===== src/rtl/ctf_pkg.sv =====
// Shared types and result codes for the CSV field tokenizer.
// No dependencies; every other file of the block imports this package.
package ctf_pkg;

  // Result codes carried in the output tuser field.
  localparam logic [1:0] KindData    = 2'd0;
  localparam logic [1:0] KindElemEnd = 2'd1;
  localparam logic [1:0] KindRowEnd  = 2'd2;
  localparam logic [1:0] KindDiscard = 2'd3;

  // One input byte causes at most this many results.
  localparam int unsigned MaxResults = 3;

  // One result item.
  typedef struct packed {
    logic [1:0] kind;
    logic [7:0] data;
  } ctf_res_t;

  // All results caused by one input byte; cnt is 1 to MaxResults.
  typedef struct packed {
    logic [1:0]                cnt;
    ctf_res_t [MaxResults-1:0] res;
  } ctf_bundle_t;

endpackage


===== src/rtl/csv_field_tokenizer_core.sv =====
// CSV field tokenizer: takes one text byte per transfer and emits element data, element
// end, row end and row discard results, one result per output transfer. The input
// side takes a byte every cycle while the bundle queue has room; each byte that has
// results turns into one bundle of one to three results, and the output register
// sends one result per cycle unless m_axis_tready stalls it, so a byte with N results
// makes N output transfers; bytes with no results send nothing downstream. A queue
// of QueueDepth bundles absorbs bursts of multi-result bytes; sustained input is one byte
// per cycle if results average at most one per byte and the output is unstalled. The
// allow_comments register is for the user to write via cfg_we_i/cfg_wdata_i while idle;
// the block does not enforce this. Depends on ctf_pkg, ctf_front, ctf_queue and ctf_back.
module csv_field_tokenizer_core #(
  parameter int unsigned QueueDepth = 4
) (
  input  logic       clk_i,
  input  logic       rst_ni,
  // Configuration: allow_comments.
  input  logic       cfg_we_i,
  input  logic       cfg_wdata_i,
  // Text stream in.
  input  logic       s_axis_tvalid,
  output logic       s_axis_tready,
  input  logic [7:0] s_axis_tdata,   // [7:0] text_byte
  input  logic       s_axis_tlast,   // is_last
  // Result stream out.
  output logic       m_axis_tvalid,
  input  logic       m_axis_tready,
  output logic [7:0] m_axis_tdata,   // [7:0] data_byte
  output logic [1:0] m_axis_tuser,   // [1:0] result_kind
  output logic       m_axis_tlast    // last_of_run
);
  import ctf_pkg::*;

  logic        allow_comments_q;
  logic        push, full, pop, empty;
  ctf_bundle_t push_bundle, head_bundle;

  // Configuration register.
  always_ff @(posedge clk_i or negedge rst_ni) begin
    if (!rst_ni) begin
      allow_comments_q <= 1'b0;
    end else if (cfg_we_i) begin
      allow_comments_q <= cfg_wdata_i;
    end
  end

  ctf_front u_front (
    .clk_i            (clk_i),
    .rst_ni           (rst_ni),
    .allow_comments_i (allow_comments_q),
    .in_valid_i       (s_axis_tvalid),
    .in_ready_o       (s_axis_tready),
    .text_byte_i      (s_axis_tdata),
    .is_last_i        (s_axis_tlast),
    .queue_full_i     (full),
    .push_o           (push),
    .bundle_o         (push_bundle)
  );

  ctf_queue #(
    .Depth (QueueDepth)
  ) u_queue (
    .clk_i       (clk_i),
    .rst_ni      (rst_ni),
    .push_i      (push),
    .push_data_i (push_bundle),
    .full_o      (full),
    .pop_i       (pop),
    .pop_data_o  (head_bundle),
    .empty_o     (empty)
  );

  ctf_back u_back (
    .clk_i         (clk_i),
    .rst_ni        (rst_ni),
    .empty_i       (empty),
    .head_i        (head_bundle),
    .pop_o         (pop),
    .out_valid_o   (m_axis_tvalid),
    .out_ready_i   (m_axis_tready),
    .result_kind_o (m_axis_tuser),
    .data_byte_o   (m_axis_tdata),
    .last_of_run_o (m_axis_tlast)
  );

endmodule


===== src/rtl/ctf_front.sv =====
// Front end of the CSV field tokenizer: accepts bytes and classifies them.
// Depends on ctf_pkg; produces one result bundle per byte that has results.
module ctf_front (
  input  logic                 clk_i,
  input  logic                 rst_ni,
  input  logic                 allow_comments_i,
  input  logic                 in_valid_i,
  output logic                 in_ready_o,
  input  logic [7:0]           text_byte_i,
  input  logic                 is_last_i,
  input  logic                 queue_full_i,
  output logic                 push_o,
  output ctf_pkg::ctf_bundle_t bundle_o
);
  import ctf_pkg::*;

  // Characters that steer the tokenizer.
  localparam logic [7:0] ChComma  = 8'h2C;
  localparam logic [7:0] ChQuote  = 8'h22;
  localparam logic [7:0] ChHash   = 8'h23;
  localparam logic [7:0] ChSlash  = 8'h2F;
  localparam logic [7:0] ChBslash = 8'h5C;
  localparam logic [7:0] ChCr     = 8'h0D;
  localparam logic [7:0] ChLf     = 8'h0A;
  localparam logic [7:0] ChTab    = 8'h09;

  // Lookahead hold codes.
  localparam logic [1:0] HoldNone   = 2'd0;
  localparam logic [1:0] HoldBslash = 2'd1;
  localparam logic [1:0] HoldSlash  = 2'd2;

  logic       quoted_q, quoted_d;
  logic [1:0] hold_q, hold_d;
  logic       skip_q, skip_d;
  logic       content_q, content_d;

  logic                      accept;
  logic                      consumed;
  logic [1:0]                cnt;
  ctf_res_t [MaxResults-1:0] res;

  assign in_ready_o = !queue_full_i;
  assign accept     = in_valid_i && in_ready_o;

  // Per-byte decision: state update and the list of results it causes.
  always_comb begin
    quoted_d  = quoted_q;
    hold_d    = hold_q;
    skip_d    = skip_q;
    content_d = content_q;
    consumed  = 1'b0;
    cnt       = 2'd0;
    res       = '0;

    // Resolve a held lookahead byte, or swallow bytes of a skipped row.
    if (skip_q) begin
      consumed = 1'b1;
    end else if (hold_q == HoldBslash) begin
      hold_d    = HoldNone;
      res[cnt]  = '{kind: KindData, data: (text_byte_i == ChQuote) ? ChQuote : ChBslash};
      cnt       = cnt + 2'd1;
      content_d = 1'b1;
      consumed  = (text_byte_i == ChQuote);
    end else if (hold_q == HoldSlash) begin
      hold_d = HoldNone;
      if (text_byte_i == ChSlash) begin
        if (content_d) begin
          res[cnt] = '{kind: KindDiscard, data: 8'h00};
          cnt      = cnt + 2'd1;
        end
        skip_d    = 1'b1;
        content_d = 1'b0;
        consumed  = 1'b1;
      end else begin
        res[cnt]  = '{kind: KindData, data: ChSlash};
        cnt       = cnt + 2'd1;
        content_d = 1'b1;
      end
    end else if (hold_q != HoldNone) begin
      hold_d = HoldNone;
    end

    // The byte's own meaning.
    if (!consumed && text_byte_i != ChLf) begin
      if (text_byte_i == ChComma && !quoted_d) begin
        res[cnt]  = '{kind: KindElemEnd, data: 8'h00};
        cnt       = cnt + 2'd1;
        content_d = 1'b1;
      end else if (text_byte_i == ChQuote) begin
        quoted_d = !quoted_d;
      end else if (text_byte_i == ChBslash && quoted_d) begin
        if (is_last_i) begin
          res[cnt]  = '{kind: KindData, data: text_byte_i};
          cnt       = cnt + 2'd1;
          content_d = 1'b1;
        end else begin
          hold_d = HoldBslash;
        end
      end else if (!quoted_d && (text_byte_i == ChCr || text_byte_i == ChTab)) begin
        // Carriage returns and tabs outside strings are dropped.
      end else if (!quoted_d && allow_comments_i && text_byte_i == ChHash) begin
        if (content_d) begin
          res[cnt] = '{kind: KindDiscard, data: 8'h00};
          cnt      = cnt + 2'd1;
        end
        skip_d    = 1'b1;
        hold_d    = HoldNone;
        content_d = 1'b0;
      end else if (!quoted_d && allow_comments_i && text_byte_i == ChSlash) begin
        if (is_last_i) begin
          res[cnt]  = '{kind: KindData, data: text_byte_i};
          cnt       = cnt + 2'd1;
          content_d = 1'b1;
        end else begin
          hold_d = HoldSlash;
        end
      end else begin
        res[cnt]  = '{kind: KindData, data: text_byte_i};
        cnt       = cnt + 2'd1;
        content_d = 1'b1;
      end
    end

    // Row end on newline or on the final byte, if the row has content and is not skipped.
    if (text_byte_i == ChLf || is_last_i) begin
      if (!skip_d && content_d) begin
        res[cnt] = '{kind: KindRowEnd, data: 8'h00};
        cnt      = cnt + 2'd1;
      end
      quoted_d  = 1'b0;
      hold_d    = HoldNone;
      skip_d    = 1'b0;
      content_d = 1'b0;
    end
  end

  assign push_o       = accept && (cnt != 2'd0);
  assign bundle_o.cnt = cnt;
  assign bundle_o.res = res;

  // Tokenizer state advances on every accepted byte.
  always_ff @(posedge clk_i or negedge rst_ni) begin
    if (!rst_ni) begin
      quoted_q  <= 1'b0;
      hold_q    <= HoldNone;
      skip_q    <= 1'b0;
      content_q <= 1'b0;
    end else if (accept) begin
      quoted_q  <= quoted_d;
      hold_q    <= hold_d;
      skip_q    <= skip_d;
      content_q <= content_d;
    end
  end

endmodule


===== src/rtl/ctf_queue.sv =====
// Short bundle queue between the front and back ends of the tokenizer.
// Depends on ctf_pkg for the bundle type.
module ctf_queue #(
  parameter int unsigned Depth = 4
) (
  input  logic                 clk_i,
  input  logic                 rst_ni,
  input  logic                 push_i,
  input  ctf_pkg::ctf_bundle_t push_data_i,
  output logic                 full_o,
  input  logic                 pop_i,
  output ctf_pkg::ctf_bundle_t pop_data_o,
  output logic                 empty_o
);
  import ctf_pkg::*;

  localparam int unsigned PtrW = (Depth > 1) ? $clog2(Depth) : 1;
  localparam int unsigned CntW = $clog2(Depth + 1);
  localparam logic [PtrW-1:0] PtrLast = PtrW'(Depth - 1);
  localparam logic [CntW-1:0] CntFull = CntW'(Depth);

  ctf_bundle_t     slots_q [Depth];
  logic [PtrW-1:0] wr_ptr_q, rd_ptr_q;
  logic [CntW-1:0] count_q;
  logic            do_push, do_pop;

  assign full_o     = (count_q == CntFull);
  assign empty_o    = (count_q == '0);
  assign do_push    = push_i && !full_o;
  assign do_pop     = pop_i && !empty_o;
  assign pop_data_o = slots_q[rd_ptr_q];

  // Storage needs no reset; the count says which slots hold data.
  always_ff @(posedge clk_i) begin
    if (do_push) begin
      slots_q[wr_ptr_q] <= push_data_i;
    end
  end

  // Pointers wrap at the queue depth.
  always_ff @(posedge clk_i or negedge rst_ni) begin
    if (!rst_ni) begin
      wr_ptr_q <= '0;
      rd_ptr_q <= '0;
      count_q  <= '0;
    end else begin
      if (do_push) begin
        wr_ptr_q <= (wr_ptr_q == PtrLast) ? '0 : wr_ptr_q + PtrW'(1);
      end
      if (do_pop) begin
        rd_ptr_q <= (rd_ptr_q == PtrLast) ? '0 : rd_ptr_q + PtrW'(1);
      end
      if (do_push && !do_pop) begin
        count_q <= count_q + CntW'(1);
      end else if (do_pop && !do_push) begin
        count_q <= count_q - CntW'(1);
      end
    end
  end

endmodule


===== src/rtl/ctf_back.sv =====
// Back end of the tokenizer: unpacks bundles into single result transfers.
// Depends on ctf_pkg; drives the output register of the result stream.
module ctf_back (
  input  logic                 clk_i,
  input  logic                 rst_ni,
  input  logic                 empty_i,
  input  ctf_pkg::ctf_bundle_t head_i,
  output logic                 pop_o,
  output logic                 out_valid_o,
  input  logic                 out_ready_i,
  output logic [1:0]           result_kind_o,
  output logic [7:0]           data_byte_o,
  output logic                 last_of_run_o
);
  import ctf_pkg::*;

  ctf_bundle_t cur_q;
  logic        cur_vld_q;
  logic [1:0]  idx_q;
  logic        out_vld_q;
  logic [1:0]  out_kind_q;
  logic [7:0]  out_data_q;
  logic        out_last_q;

  logic slot_free, send, last_res, take;

  assign slot_free = !out_vld_q || out_ready_i;
  assign send      = cur_vld_q && slot_free;
  assign last_res  = (idx_q == (cur_q.cnt - 2'd1));
  assign take      = !cur_vld_q || (send && last_res);
  assign pop_o     = take && !empty_i;

  // Control: current bundle, result index and output valid.
  always_ff @(posedge clk_i or negedge rst_ni) begin
    if (!rst_ni) begin
      cur_vld_q <= 1'b0;
      idx_q     <= 2'd0;
      out_vld_q <= 1'b0;
    end else begin
      if (take) begin
        cur_vld_q <= !empty_i;
        idx_q     <= 2'd0;
      end else if (send) begin
        idx_q <= idx_q + 2'd1;
      end
      if (send) begin
        out_vld_q <= 1'b1;
      end else if (out_ready_i) begin
        out_vld_q <= 1'b0;
      end
    end
  end

  // Payload registers.
  always_ff @(posedge clk_i) begin
    if (pop_o) begin
      cur_q <= head_i;
    end
    if (send) begin
      out_kind_q <= cur_q.res[idx_q].kind;
      out_data_q <= cur_q.res[idx_q].data;
      out_last_q <= last_res;
    end
  end

  assign out_valid_o   = out_vld_q;
  assign result_kind_o = out_kind_q;
  assign data_byte_o   = out_data_q;
  assign last_of_run_o = out_last_q;

endmodule

===== config.mk =====
export PLATFORM = sky130hd
export DESIGN_NAME = csv_field_tokenizer_core
export DESIGN_NICKNAME = d
export VERILOG_FILES = /design/src/rtl/ctf_pkg.sv /design/src/rtl/csv_field_tokenizer_core.sv /design/src/rtl/ctf_front.sv /design/src/rtl/ctf_queue.sv /design/src/rtl/ctf_back.sv
export SDC_FILE = /design/constraint.sdc
export NUM_CORES = 1
export LEC_CHECK = 0
export ABC_AREA = 1
export ABC_CLOCK_PERIOD_IN_PS = 4650
export BUFFER_PORTS_ARGS = -buffer_cell sky130_fd_sc_hd__buf_2
export CORE_MARGIN = 4
export CORE_UTILIZATION = 55
export DETAILED_ROUTE_END_ITERATION = 8
export GPL_ROUTABILITY_DRIVEN = 0
export GPL_TIMING_DRIVEN = 0
export PLACE_DENSITY = 0.75
export SLEW_MARGIN = 20
export SYNTH_ARGS = -nofsm -noshare
export SYNTH_HDL_FRONTEND = slang
export SYNTH_HIERARCHICAL = 1
export SYNTH_SLANG_ARGS = --single-unit

===== constraint.sdc =====
create_clock -name clk_i -period 4.65 [get_ports clk_i]
set_clock_uncertainty 0.1 [all_clocks]
set_input_delay 0.2325 -clock clk_i [delete_from_list [all_inputs] [get_ports clk_i]]
set_output_delay 0.2325 -clock clk_i [all_outputs]
set_load 0.05 [all_outputs]

=== Word-level counts from Yosys, hierarchy flattened ===
Memory sizes are Yosys's and may differ from the RTL's. A register that Yosys moved wholly into a read port is not among the register bits.
Cells that the tools add are included.

* $add $sub $neg: 8
* $lt $le $gt $ge: 5
* Eq/ne operators: 16
* Multiplexer cells: 94
* Bitwise operators: 9
* Reduce and logical (&&, ||, !) cells: 41

{| class="wikitable"
|+ Operator list
! kind !! count
|-
| 2-to-1 mux 30 bit || 11
|-
| 2-to-1 mux 10 bit || 8
|-
| 2-to-1 mux 2 bit || 32
|-
| NOT 27 bit || 2
|-
| demux 10 bit (select 2 bit) || 2
|-
| 2-to-1 mux 1 bit || 36
|-
| == test 8 x 6 -> 1 bit, second input constant || 4
|-
| bitwise mux 30 bit || 1
|-
| bitwise AND 27 bit || 1
|-
| bitwise AND 9 x 27 -> 27 bit || 1
|-
| bitwise AND 8 x 24 -> 24 bit || 1
|-
| == test 8 x 4 -> 1 bit, second input constant || 3
|-
| NOT 24 bit || 1
|-
| binary-select mux 10 bit (select 2 bit) || 1
|-
| logical AND 1 bit || 19
|-
| nonzero test 2 bit || 7
|-
| adder 2 x 1 -> 2 bit, second input constant || 5
|-
| zero test 1 bit || 9
|-
| less-than comparator 2 x 3 -> 1 bit, second input constant || 3
|-
| == test 8 x 7 -> 1 bit, second input constant || 1
|-
| inequality test 8 x 4 -> 1 bit, second input constant || 1
|-
| 2-to-1 mux 7 bit || 1
|-
| == test 2 bit, second input constant || 3
|-
| 2-to-1 mux 3 bit || 2
|-
| 14 further kinds || 18
|}

* Bits in registers: 28
* RAM bits: 128
* Input port bits: 15
* Output and inout port bits: 13
* Logic and storage cells: 188
* Memories kept: 1

{| class="wikitable"
|+ Memories
! name !! words !! width !! read ports !! clocked after Yosys merged registers in !! write ports !! line !! text
|-
| u_queue.slots_q || 4 || 32 || 1 || 1 || 1 || ctf_queue.sv:22 || <nowiki>ctf_bundle_t slots_q [Depth];</nowiki>
|}

=== Longest topological paths before layout ===
* Depth after elaboration: 24
* Depth in mapped cells: 29
* Gate-level depth less buffers: 29

=== Cells and area by module ===
Netlist, hierarchy kept.

{| class="wikitable"
|+ Modules (own cells, without submodules)
! module !! times used !! cells an instance !! area each (um^2) !! sequential area each (um^2)
|-
| ctf_queue || 1 || 434 || 5494.0 || 4018.9
|-
| ctf_back || 1 || 123 || 1736.7 || 1391.3
|-
| ctf_front || 1 || 286 || 1596.5 || 125.1
|-
| csv_field_tokenizer_core || 1 || 5 || 40.0 || 25.0
|}

=== Worst setup path after synthesis ===
OpenSTA, ideal clock, no wires.

* Path type: in2reg
* Start point: input s_axis_tdata[4]
* End point: memory u_queue/slots_q[0][0] in the netlist's numbering, enable pin
* Setup time: 421 ps
* Arrival time: 3819 ps
* Required time: 4129 ps
* Path slack: 310 ps
* Stages on the path: 20
* Path buffers: 1
* Cell sequence: inv_2 > nand2_2 > nor2_4 > nand2_2 > nand2_4 > nand2_2 > buf_6 > ha_1 > inv_1 > o21ai_0 > nor2_1 > nand2_1 > nand2_1 > a21oi_2 > ha_1 > nand4_1 > nand2_1 > a21oi_2 > nand2_1 > nor2_1

* Longest elaborated chain between the ends: 22
* Elaborated cells on any way between the ends: 66
* Classes of those cells: add/sub (2); eq/ne (9); mux (41); reduce/logical (14)

{| class="wikitable"
|+ Ends and longest elaborated chain
! what !! line !! text
|-
| start: declaration || csv_field_tokenizer_core.sv:22 || <nowiki>input logic [7:0] s_axis_tdata,</nowiki>
|-
| == test 8 x 6 -> 1 bit || ctf_front.sv:66, ctf_front.sv:109 ||
|-
| 2-to-1 mux 1 bit || ctf_front.sv:66 || <nowiki>if (text_byte_i == ChSlash) begin</nowiki>
|-
| 2-to-1 mux 2 bit || ctf_front.sv:64 || <nowiki>end else if (hold_q == HoldSlash) begin</nowiki>
|-
| 2-to-1 mux 2 bit || ctf_front.sv:58 || <nowiki>end else if (hold_q == HoldBslash) begin</nowiki>
|-
| 2-to-1 mux 2 bit || ctf_front.sv:56 || <nowiki>if (skip_q) begin</nowiki>
|-
| adder 2 x 1 -> 2 bit || - ||
|-
| 2-to-1 mux 2 bit || ctf_front.sv:92, ctf_front.sv:110 ||
|-
| 2-to-1 mux 2 bit || ctf_front.sv:109 || <nowiki>end else if (!quoted_d && allow_comments_i && text_byte_i == ChSlash) begin</nowiki>
|-
| [7 not listed] || - ||
|-
| 2-to-1 mux 2 bit || ctf_front.sv:126 || <nowiki>if (!skip_d && content_d) begin</nowiki>
|-
| 2-to-1 mux 2 bit * || ctf_front.sv:125 || <nowiki>if (text_byte_i == ChLf || is_last_i) begin</nowiki>
|-
| nonzero test 2 bit * || ctf_front.sv:137 || <nowiki>assign push_o = accept && (cnt != 2'd0);</nowiki>
|-
| logical AND 1 bit * || ctf_front.sv:137 ||
|-
| via push || csv_field_tokenizer_core.sv:34 || <nowiki>logic push, full, pop, empty;</nowiki>
|-
| logical AND 1 bit * || ctf_queue.sv:29 || <nowiki>assign do_push = push_i && !full_o;</nowiki>
|-
| 2-to-1 mux 1 bit * || ctf_queue.sv:35 || <nowiki>if (do_push) begin</nowiki>
|-
| 2-to-1 mux 1 bit (not written as such) * || ctf_queue.sv:36 || <nowiki>slots_q[wr_ptr_q] <= push_data_i;</nowiki>
|-
| end: declaration || ctf_queue.sv:22 ||
|}

Mark *: on every way through the listed nets, which the timed path passes. The rest lies on a longest branch.

=== Worst setup path in the final report ===
* Start point: register u_front.hold_q[0]
* End point: register u_queue.count_q[2]

* Longest elaborated chain between the ends: 22
* Elaborated cells on any way between the ends: 52
* Classes of those cells: add/sub (2); eq/ne (2); mux (37); reduce/logical (11)

{| class="wikitable"
|+ Ends and longest elaborated chain
! what !! line !! text
|-
| start: declaration || ctf_front.sv:33 || <nowiki>logic [1:0] hold_q, hold_d;</nowiki>
|-
| start signal: assignment || ctf_front.sv:145 || <nowiki>hold_q <= HoldNone;</nowiki>
|-
| start signal: assignment || ctf_front.sv:150 || <nowiki>hold_q <= hold_d;</nowiki>
|-
| == test 2 bit || ctf_front.sv:64 ||
|-
| 2-to-1 mux 2 bit || ctf_front.sv:64 ||
|-
| 2-to-1 mux 2 bit || ctf_front.sv:58 ||
|-
| 2-to-1 mux 2 bit || ctf_front.sv:56 ||
|-
| adder 2 x 1 -> 2 bit || - ||
|-
| 2-to-1 mux 2 bit || ctf_front.sv:92, ctf_front.sv:110 ||
|-
| 2-to-1 mux 2 bit || ctf_front.sv:109 ||
|-
| 2-to-1 mux 2 bit || ctf_front.sv:101 || <nowiki>end else if (!quoted_d && allow_comments_i && text_byte_i == ChHash) begin</nowiki>
|-
| [8 not listed] || - ||
|-
| nonzero test 2 bit * || ctf_front.sv:137 ||
|-
| logical AND 1 bit * || ctf_front.sv:137 ||
|-
| via push || csv_field_tokenizer_core.sv:34 ||
|-
| logical AND 1 bit * || ctf_queue.sv:29 ||
|-
| via u_queue.do_push || ctf_queue.sv:25 || <nowiki>logic do_push, do_pop;</nowiki>
|-
| zero test 1 bit || ctf_queue.sv:55 || <nowiki>end else if (do_pop && !do_push) begin</nowiki>
|-
| logical AND 1 bit || ctf_queue.sv:55 ||
|-
| nonzero test 2 bit (no source line) || - ||
|-
| end signal: assignment || ctf_queue.sv:54 || <nowiki>count_q <= count_q + CntW'(1);</nowiki>
|-
| end signal: assignment || ctf_queue.sv:56 || <nowiki>count_q <= count_q - CntW'(1);</nowiki>
|-
| end: declaration || ctf_queue.sv:24 || <nowiki>logic [CntW-1:0] count_q;</nowiki>
|}

Marks and branches as above.
A chain may end at the register's enable or synchronous reset.

==> flow_summary.toml <==
[hold_path]
min_path_type = "in2reg"

[die]
die-area_sq_mm = 0.0182
start_util = 0.560
core_sq_mm = 0.0158
rows = 46
die_w_um = 135
ios = 28
die_y_um = 135

[cells_and_area]
stdcell_count = 1148
final_area_sq_mm = 0.0103
drive_gt1_frac = 0.179
diodes = 0
fin_nets = 946
syn_to_final_growth_pct = 15.7

[power]
leakagePower_nw = 4.35
power.total_mw = 6.20
ir_drop_uv = 384
power_density_mw_per_mm2 = 604

[synth]
synth_top_area_share = 0.579
avgSynthCellArea_sq_um = 10.5
synth_top_area_cell = "edfxtp_1"
syn-cell-area_sq_mm = 0.00887
ys_ff_latch = 188
async_flop_share = 0.0904
yosys.cell_count.top_type = "nand2_1"
yosysWarnings = 6
synthTopCellsByCount = "nand2_1, edfxtp_1, inv_1, o211ai_1, nor2_1"
synth-main-ff-cell = "edfxtp_1"
synth_edf_count = 171
yosysUniqueCellTypes = 40
yosysSeqAreaShare = 0.627
synth_area_leaders = "edfxtp_1, nand2_1, o211ai_1, inv_1, dfrtp_1"
synthCells = 848

[clock_network]
clk_pin_slew_ns = 0.07
numCtsBuffers = 17
clock_path_buffers = 2
clk-insertion-delay-late_ns = 0.43
root_buffer = "clkbuf_16"
clock_sinks = 188
cts-htree-levels = 4
cts_tree = "built"

[timing]
rsz0062_at_grt = "no"
setup_viol = 0
period_needed_ns = 4.22
fin_crit_sh = 0.908
worst_pin_slew_ns = 0.822
finalMaxSlewViolations = 0
relSlewSlack = 0.450
final-hold-violation-count = 0
fmax_mhz = 237

[drt]
ant_nets = 0
drt-initial-drc-count = 497
route.final.wire_length_mm = 19.4
wl_per_cell_um = 16.9
vias = 6211
route.detailed.drc = 0
routed_via_density = 5.41
first_pass_iters = 5

[placed_design]
post-dp-hpwl_mm = 13.2
placed_area_sq_mm = 0.00947
dpl.cell_count = 1104
io_buffer_count = 27

[grt]
antenna_found_initial = 1
grt_pass1_wl_mm = 30.6
overflow = 0
grt_start_max_net_pins = 26
first_global_vias = 5939
grtUsageTotal = 0.222

[critical_path]
end_kind = "flop"
cp-start-kind = "flop"
arrival_ns = 4.44
crit_fanout = 11
cp.required_ns = 4.87
critPathKind = "reg2reg"

[job]
max_cap_viol_count = 0

[run_status]
status = "finished, final reports clean"
## logic make-up after synthesis
logic type / Yosys count / synth area share
AO/OA/AOI/OAI: 125 / 0.0941
XOR/XNOR: 1 / 0.000988
adder cells (fa/ha/maj): 12 / 0.0178
buffers and inverters: 184 / 0.0873
flip-flops: 188 / 0.627
other: 1 / 0.000423
AND/OR/NAND/NOR: 337 / 0.172
## stage by stage
step,util,setup WS [ns],TNS (ns),hold WS [ns]
floorplan,-,0.310,0,-0.163
global placement,0.588,-1.29,-155.19,0.0945
detailed placement,0.599,0.203,0,0.0943
CTS,0.640,0.318,0,0.00273
global route,0.648,0.108,0,0.0149
finish,0.648,0.430,0,0.0185
## layout make-up
cell class	instances	area, sq um
fill	1142	5570
sequential	188	5560
multi-input combinational	484	2610
inverter	147	554
clock buffer	18	429
timing repair buffer	44	428
tap	216	270
buffer	37	220
clock inverter	14	191
## worst paths after layout
| check | start | end | slack, ns | cells past startpoint |
|---|---|---|---|---|
| worst max-delay path | u_front/hold_q[0] | u_queue/count_q[2] | 0.43 | 27 |
| worst min-delay path | m_axis_tready | u_back/out_valid_o | 0.02 | 4 |
| worst max register to register | u_front/hold_q[0] | u_queue/count_q[2] | 0.43 | 27 |
| worst min register to register | u_queue/count_q[2] | u_queue/count_q[2] | 0.40 | 2 |
| max in group asynchronous | rst_ni | u_back/cur_vld_q | 3.96 | 2 |
| min in group asynchronous | rst_ni | u_front/hold_q[0] | 0.18 | 2 |
## flip-flops by register name (all words and copies together) (netlist names), 3 cells and up
register	cells
u_back/cur_q	32
u_back/data_byte_o	8
u_queue/count_q	3
u_queue/slots_q	128
## power breakdown
part	internal (mW)	switching (mW)
registers	2.45	0.183
logic	0.643	1.41
clock network	0.903	0.610
total	4.00	2.20
## timing repair
item                                    in CTS  in global routing
buffers inserted                             0                  8
hold buffers                                 4                  0
gates resized for setup                      0                  1
hold endpoints to repair                    18                  0
endpoints found under the setup margin       0                 44
## critical path, stage by stage, from the launching register on
cell     delay, ns
dfrtp_1       0.41
inv_2         0.08
nor2_1        0.06
inv_2         0.10
nand2_1       0.06
nand2_1       0.22
nand2_2       0.14
buf_6         0.17
ha_1          0.27
inv_1         0.04
o21ai_0       0.15
nor2_1        0.05
nand2_1       0.08
nand2_1       0.09
a21oi_2       0.19
ha_1          0.26
nand4_1       0.08
nand2_1       0.11
a21oi_2       0.22
nand2_2       0.21
inv_1         0.12
ha_1          0.18
inv_1         0.07
fa_1          0.38
nand2_1       0.10
nand3_1       0.07
nand2_1       0.06
nand2_1       0.04
## layout by cell type (no fill, tap or decap), types with 9 or more instances in the layout
master,n
nor2_4,9
buf_2,50
nand2_1,191
conb_1,9
nand2_2,11
o21ai_0,29
inv_1,131
edfxtp_1,171
o211ai_1,66
ha_1,11
buf_4,13
inv_2,15
nor2_1,55
nand3_1,42
clkbuf_16,17
o21ai_1,11
dfrtp_1,17
## metal layers
| layer | routed length, um | track usage | up-vias |
|---|---|---|---|
| met3 | 1280 | 0.0421 | 34 |
| met4 | 421 | 0.0868 | 2 |
| met1 | 7870 | 0.277 | 2946 |
| met5 | 13 | 0 | - |
| met2 | 9790 | 0.384 | 249 |
| li1 | - | - | 2980 |
Note: power is estimated with default switching activity, not from simulation.
